### config.mk
export PLATFORM = sky130hd
export DESIGN_NAME = multiplexed_rgb_led_scan
export DESIGN_NICKNAME = d
export VERILOG_FILES = /design/src/rtl/rgbscan_pkg.sv /design/src/rtl/rgbscan_gamma.sv /design/src/rtl/multiplexed_rgb_led_scan.sv
export SDC_FILE = /design/constraint.sdc
export NUM_CORES = 1
export LEC_CHECK = 0
export BUFFER_PORTS_ARGS = -buffer_cell sky130_fd_sc_hd__buf_2
export CAP_MARGIN = 0
export CORE_MARGIN = 5
export CORE_UTILIZATION = 35
export CTS_BUF_LIST = sky130_fd_sc_hd__clkbuf_2 sky130_fd_sc_hd__clkbuf_4 sky130_fd_sc_hd__clkbuf_8
export CTS_CLUSTER_SIZE = 28
export DETAILED_ROUTE_END_ITERATION = 7
export PLACE_DENSITY = 0.58
export SYNTH_ARGS = -nofsm -noshare
export SYNTH_HDL_FRONTEND = slang
export SYNTH_SLANG_ARGS = --single-unit
### constraint.sdc
create_clock -name clk -period 18.4 [get_ports clk]
set_input_delay 4.6 -clock clk [delete_from_list [all_inputs] [get_ports clk]]
set_output_delay 4.6 -clock clk [all_outputs]
set_load 0.03 [all_outputs]
### src/rtl/rgbscan_pkg.sv
`timescale 1ns / 1ps
`default_nettype none

package rgbscan_pkg;

  localparam int SLOT_COUNT = 24;
  localparam int IDX_W      = 5;
  localparam int BRIGHT_W   = 8;
  localparam int PWM_W      = 10;
  localparam int ROWS_W     = 4;
  localparam int ROW_W      = 2;
  localparam int COL_W      = 3;

  localparam logic [COL_W-1:0]    GROUP_LAST = 3'd5;
  localparam logic [COL_W-1:0]    CHANNELS   = 3'd3;
  localparam logic [ROW_W-1:0]    ROW_LAST   = 2'd3;
  localparam logic [ROW_W:0]      HALF_LEDS  = 3'd4;
  localparam logic [BRIGHT_W-1:0] GAMMA_KNEE = 8'd252;
  localparam logic [PWM_W-1:0]    GAMMA_TOP  = 10'd1010;
  localparam logic [PWM_W-1:0]    PWM_FULL   = 10'h3FF;
  localparam logic [ROWS_W-1:0]   ROW_MASK   = 4'b1111;

  localparam logic KIND_TICK  = 1'b0;
  localparam logic KIND_WRITE = 1'b1;

  typedef struct packed {
    logic                kind;
    logic [IDX_W-1:0]    index;
    logic [BRIGHT_W-1:0] value;
  } in_t;

  typedef struct packed {
    logic [PWM_W-1:0]  pwm_compare;
    logic [ROWS_W-1:0] row_select;
    logic              shift_data;
  } out_t;

endpackage

`default_nettype wire

### src/rtl/rgbscan_gamma.sv
`timescale 1ns / 1ps
`default_nettype none

module rgbscan_gamma (
  input  wire logic [rgbscan_pkg::BRIGHT_W-1:0] bright,
  output logic      [rgbscan_pkg::PWM_W-1:0]    compare
);

  logic [2*rgbscan_pkg::BRIGHT_W-1:0] sq;
  logic [rgbscan_pkg::PWM_W-1:0]      level;

  always_comb begin
    sq = 16'(bright) * 16'(bright);
    // above the knee the curve is clamped just short of full scale
    if (bright > rgbscan_pkg::GAMMA_KNEE) begin
      level = rgbscan_pkg::GAMMA_TOP;
    end else begin
      level = sq[15:6];
    end
    compare = rgbscan_pkg::PWM_FULL - level;
  end

endmodule

`default_nettype wire

### src/rtl/multiplexed_rgb_led_scan.sv
`timescale 1ns / 1ps
`default_nettype none

// Scan sequencer for a ring of 8 RGB LEDs driven as 4 multiplexed rows.
// Input channel (in_valid/in_ready/in_data) carries two kinds of transaction:
// a write stores one brightness byte at an index (indexes above 23 are
// dropped), a tick advances the scan by one of 24 slots. Each tick gives one
// transaction on the result channel (out_valid/out_ready/out_data): the PWM
// compare for the slot, the active-low row pattern staged by the previous
// tick, and shift_data when the new slot opens a row group. Writes give none.
// The accepting edge loads the input register; a tick then loads the output
// register as it leaves the input register, which a held result can delay,
// and out_valid rises with the output register.
// Throughput: one item per cycle unless a tick waits behind a held result; the
// input and output registers each hold one item, so a new item can be taken
// while a result waits. When the receiver stalls, ticks wait in the input
// register; writes still drain past a held result.
// Reset clears the brightness store, stages an all-zero row pattern and sets
// the scan position to the last slot so the first tick visits slot 0.
module multiplexed_rgb_led_scan (
  input  wire logic                clk,
  input  wire logic                rst_n,
  input  wire logic                in_valid,
  output logic                     in_ready,
  input  wire rgbscan_pkg::in_t    in_data,
  output logic                     out_valid,
  input  wire logic                out_ready,
  output rgbscan_pkg::out_t        out_data
);

  logic                                  s1_valid_r;
  rgbscan_pkg::in_t                      s1_r;
  logic                                  s1_go;
  logic [rgbscan_pkg::BRIGHT_W-1:0]      store_r [rgbscan_pkg::SLOT_COUNT];
  logic [rgbscan_pkg::ROW_W-1:0]         row_r, row_nxt;
  logic [rgbscan_pkg::COL_W-1:0]         col_r, col_nxt;
  logic [rgbscan_pkg::ROWS_W-1:0]        staged_r, staged_nxt;
  logic                                  out_valid_r;
  rgbscan_pkg::out_t                     out_r, out_nxt;
  logic [rgbscan_pkg::ROW_W:0]           led;
  logic [rgbscan_pkg::COL_W-1:0]         chan;
  logic [rgbscan_pkg::IDX_W-1:0]         entry;
  logic [rgbscan_pkg::PWM_W-1:0]         compare;
  logic                                  is_tick;

  assign is_tick  = s1_r.kind == rgbscan_pkg::KIND_TICK;
  assign s1_go    = s1_valid_r && (!is_tick || !out_valid_r || out_ready);
  assign in_ready = !s1_valid_r || s1_go;

  always_ff @(posedge clk) begin
    if (!rst_n) begin
      s1_valid_r <= 1'b0;
    end else if (in_ready) begin
      s1_valid_r <= in_valid;
    end
  end

  always_ff @(posedge clk) begin
    if (in_ready && in_valid) begin
      s1_r <= in_data;
    end
  end

  // slot mapping: first half of a row group uses led = row, second half row + 4
  always_comb begin
    if (col_r >= rgbscan_pkg::CHANNELS) begin
      led  = {1'b0, row_r} + rgbscan_pkg::HALF_LEDS;
      chan = col_r - rgbscan_pkg::CHANNELS;
    end else begin
      led  = {1'b0, row_r};
      chan = col_r;
    end
    entry = (5'(led) << 1) + 5'(led) + 5'(chan);
  end

  rgbscan_gamma u_gamma (
    .bright  (store_r[entry]),
    .compare (compare)
  );

  always_comb begin
    if (col_r == rgbscan_pkg::GROUP_LAST) begin
      col_nxt = '0;
      row_nxt = (row_r == rgbscan_pkg::ROW_LAST) ? '0 : row_r + 2'd1;
    end else begin
      col_nxt = col_r + 3'd1;
      row_nxt = row_r;
    end
    staged_nxt           = ~(4'b0001 << row_r) & rgbscan_pkg::ROW_MASK;
    out_nxt.pwm_compare  = compare;
    out_nxt.row_select   = staged_r;
    out_nxt.shift_data   = col_nxt == '0;
  end

  always_ff @(posedge clk) begin
    if (!rst_n) begin
      row_r    <= rgbscan_pkg::ROW_LAST;
      col_r    <= rgbscan_pkg::GROUP_LAST;
      staged_r <= '0;
      for (int i = 0; i < rgbscan_pkg::SLOT_COUNT; i++) begin
        store_r[i] <= '0;
      end
    end else if (s1_go) begin
      if (is_tick) begin
        row_r    <= row_nxt;
        col_r    <= col_nxt;
        staged_r <= staged_nxt;
      end else if (s1_r.index < 5'(rgbscan_pkg::SLOT_COUNT)) begin
        store_r[s1_r.index] <= s1_r.value;
      end
    end
  end

  always_ff @(posedge clk) begin
    if (!rst_n) begin
      out_valid_r <= 1'b0;
    end else if (s1_go && is_tick) begin
      out_valid_r <= 1'b1;
    end else if (out_ready) begin
      out_valid_r <= 1'b0;
    end
  end

  always_ff @(posedge clk) begin
    if (s1_go && is_tick) begin
      out_r <= out_nxt;
    end
  end

  assign out_valid = out_valid_r;
  assign out_data  = out_r;

  // position within a row group never leaves its range
  a_col_range: assert property (@(posedge clk) disable iff (!rst_n)
    col_r <= rgbscan_pkg::GROUP_LAST)
    else $error("scan column out of range");

  // a consumed tick always leaves a result behind
  a_tick_result: assert property (@(posedge clk) disable iff (!rst_n)
    s1_go && is_tick |=> out_valid_r)
    else $error("tick consumed without a result");

  // the held result belongs to the latest tick, so shift_data tracks the position
  a_shift_pos: assert property (@(posedge clk) disable iff (!rst_n)
    out_valid_r |-> (out_r.shift_data == (col_r == '0)))
    else $error("shift_data disagrees with scan position");

  // staged rows are always one-cold once a tick has gone by
  a_staged: assert property (@(posedge clk) disable iff (!rst_n)
    s1_go && is_tick |=> $countones(staged_r) == 3)
    else $error("staged row pattern is not one-cold");

endmodule

`default_nettype wire
==> run_results.csv <==
group,metric,value,unit
final_layout,syn2layout_area_growth,13.4,%
synthesis,yosysMostFrequentCell,"edfxtp_1",
synthesis,avgSynthCellArea,14.9,um2
final_layout,drive_above_1_share,0.193,
floorplanning,die_y,215,um
status,outcome,"finished, final reports clean",
synthesis,synthAdderAreaFrac,0.0717,
final_layout,layout.nets,1198,
synthesis,synthArstFlopShare,0,
worst_setup_path,cp.arrival,5.32,ns
global_route,grt_pass1_wl,49800,um
routing,drc,0,
final_layout,fill_cells,3899,
clock_network,clk_pin_slew_worst_paths,0.06,ns
timing,clock_skew,0.0216,ns
synthesis,synth_cells,986,
routing,detail-route-antenna-nets,0,
synthesis,ys_warn_count,0,
routing,drt_iter0_markers,489,
hold_path,hold_class,"flip-flop to flip-flop",
floorplanning,rows,75,
clock_network,root_buffer,"clkbuf_8",
global_route,antenna_found_initial,0,
synthesis,synth_seq_cells,296,
worst_setup_path,cp-start-kind,"input pin",
worst_setup_path,crit_type,"input pin to output pin",
worst_setup_path,required,13.80,ns
synthesis,yosys_most_used_dff,"edfxtp_1",
power,power_density,162,nW/um2
clock_network,postCtsSetupBuffers,0,
clock_network,holdBufCountCts,0,
timing,relSlewSlack,0.192,
routing,wl_met2,15000,um
global_route,grt_max_degree,58,
timing,final_max_slew_viol_count,0,
floorplanning,core_area,41800,um2
timing,hold_viol_final,0,
synthesis,synth_top_area_frac,0.583,
synthesis,netlist_area,14700,um2
routing,top_layer,"met4",
synthesis,synth_commonest_cells,"285 x edfxtp_1, 193 x and2_1, 72 x mux4_2",
worst_setup_path,critical_path_peak_fanout,3,
timing,timing.final.crit_share,0.539,
global_route,overflow,0,
synthesis,yosysTopAreaCell,"edfxtp_1",
routing,post_drt_wl_per_cell,18.8,um
run,drv_cap,0,
synthesis,yosysSeqAreaShare,0.598,
final_layout,diodes,0,
timing,hold_ws,0.435,ns
clock_network,htreeDepth,2,
clock_network,clk_latency,0.59,ns
routing,routed_via_density,4.77,
clock_network,clkSinkCount,296,
synthesis,synth_top_family_by_area,"multiplexers",
routing,wl_met3,1770,um
timing,worst_pin_slew,1.21,ns
clock_network,clock_path_buffers,3,
synthesis,synth_enable_flop_cells,285,
placed_design,hpwlAfterDp,20400,um
timing,fin_ws,8.48,ns
placed_design,portBuffers,34,
synthesis,yosysUniqueCellTypes,55,
routing,dr_total_vias,8046,
worst_setup_path,endpoint_kind,"output pin",
timing,fin_setup_tns,0,ns
synthesis,synth_compound_area_frac,0.0308,
timing,finalSetupViolCount,0,
timing,fmax,101,MHz
power,p_leak,6.54,nW
final_layout,postLayoutCoreUtil,0.399,
clock_network,cts_made_buffers,49,
clock_network,cts_tree,"done",
power,p_total,2.70,mW
synthesis,netlist_top_cells_area,"edfxtp_1 58%, mux4_2 11%, and2_1 8.2%",
power,irDropWorstVdd,0.000152,V
routing,routed_wl,31700,um
timing,fin_crit,9.92,ns
clock_network,cts_resized,0,
final_layout,multi_input_area,5710,um2
routing,wl_met1,14100,um
global_route,grtUsageTotal,0.139,
floorplanning,dieArea,46200,um2
global_route,grt_pass1_vias,8497,
floorplanning,io_pins,35,
synthesis,yosys.area_share.simple,0.125,
placed_design,dp_slack,8.47,ns
floorplanning,chipWidth,215,um
timing,rsz0062_at_grt,"no",
final_layout,ff_latch_area,8780,um2
synthesis,synthMuxAreaShare,0.135,
placed_design,gp_congestion,0.761,
routing,drt_first_pass_iters,5,
synthesis,synth_xor_area_frac,0.00843,
floorplanning,initial_utilization,0.352,
[kinds of logic (layout without fill, tap and decap cells)]
kind of cell             after synthesis  count (layout)
buffers and inverters                103             201
adder cells (fa/ha/maj)               68              68
AO/OA/AOI/OAI                         71              71
XOR/XNOR                              12              12
other                                  1              64
AND/OR/NAND/NOR                      327             327
flip-flops                           296             296
multiplexers                         108             108
[metal layers]
metal  GRT usage  vias to the layer above
met3      0.0331                       64
li1            -                     3797
met2       0.226                      164
met5           0                        -
met1       0.186                     4021
met4      0.0421                        0
[layout by cell type, fill, tap and decap left out, drive strengths merged, types with 2 or more instances in the layout]
cell      n
dfxtp    11
nand2b   10
nor4      3
o211a     4
xor2      4
or2       7
o21bai    2
nor2     61
mux4     72
nand3     7
a211oi    4
nand4     2
nand3b    5
nor3      5
nand2    24
inv      57
nor2b     4
edfxtp  285
a21boi    2
ha       41
and2    193
clkinv   20
xnor2     8
a21o      4
fa       27
buf      58
clkbuf   65
mux2i    35
o21ai    28
or3       3
conb     64
a21oi    17
[worst max-delay path: stages]
cell and delay, ns:
buf_2 0.09, nand2b_1 0.15, nor2_1 0.23, inv_1 0.06, buf_2 0.18
[stage by stage]
stage	instance area (um2)	instances
after floorplan	14900	1049
after global placement	15700	1600
after detailed placement	15700	1600
after CTS	16700	1686
after global routing	16700	1686
final	16700	1686
[where the power goes]
part / switching [mW] / leakage [nW] / internal, mW
registers: 0.0183 / 2.99 / 0.819
clock network: 0.260 / 0.491 / 0.295
logic: 0.746 / 3.05 / 0.557
total: 1.02 / 6.54 / 1.67
[state kept, by name, summed over array words and instances (netlist names)]
signal	count
col_r	3
out_data	15
out_valid	1
row_r	2
s1_r	14
s1_valid_r	1
staged_r	4
store_r	256
[worst paths after layout]
path,from,end,slack (ns),depth (start not counted)
setup reg to reg,col_r[0],out_data[12],9.58,27
hold reg to reg,staged_r[0],out_data[1],0.44,0
setup / recovery,out_ready,in_ready,8.48,5
hold / removal,staged_r[0],out_data[1],0.44,0
[final cells by class]
| type | count | area share |
|---|---|---|
| clock buffer | 65 | 0.0477 |
| timing repair buffer | 58 | 0.0210 |
| sequential | 296 | 0.527 |
| inverter | 57 | 0.0128 |
| multi-input combinational | 650 | 0.343 |
| clock inverter | 21 | 0.00774 |
| tap | 539 | 0.0405 |
Note: power is estimated with default switching activity, not from simulation.
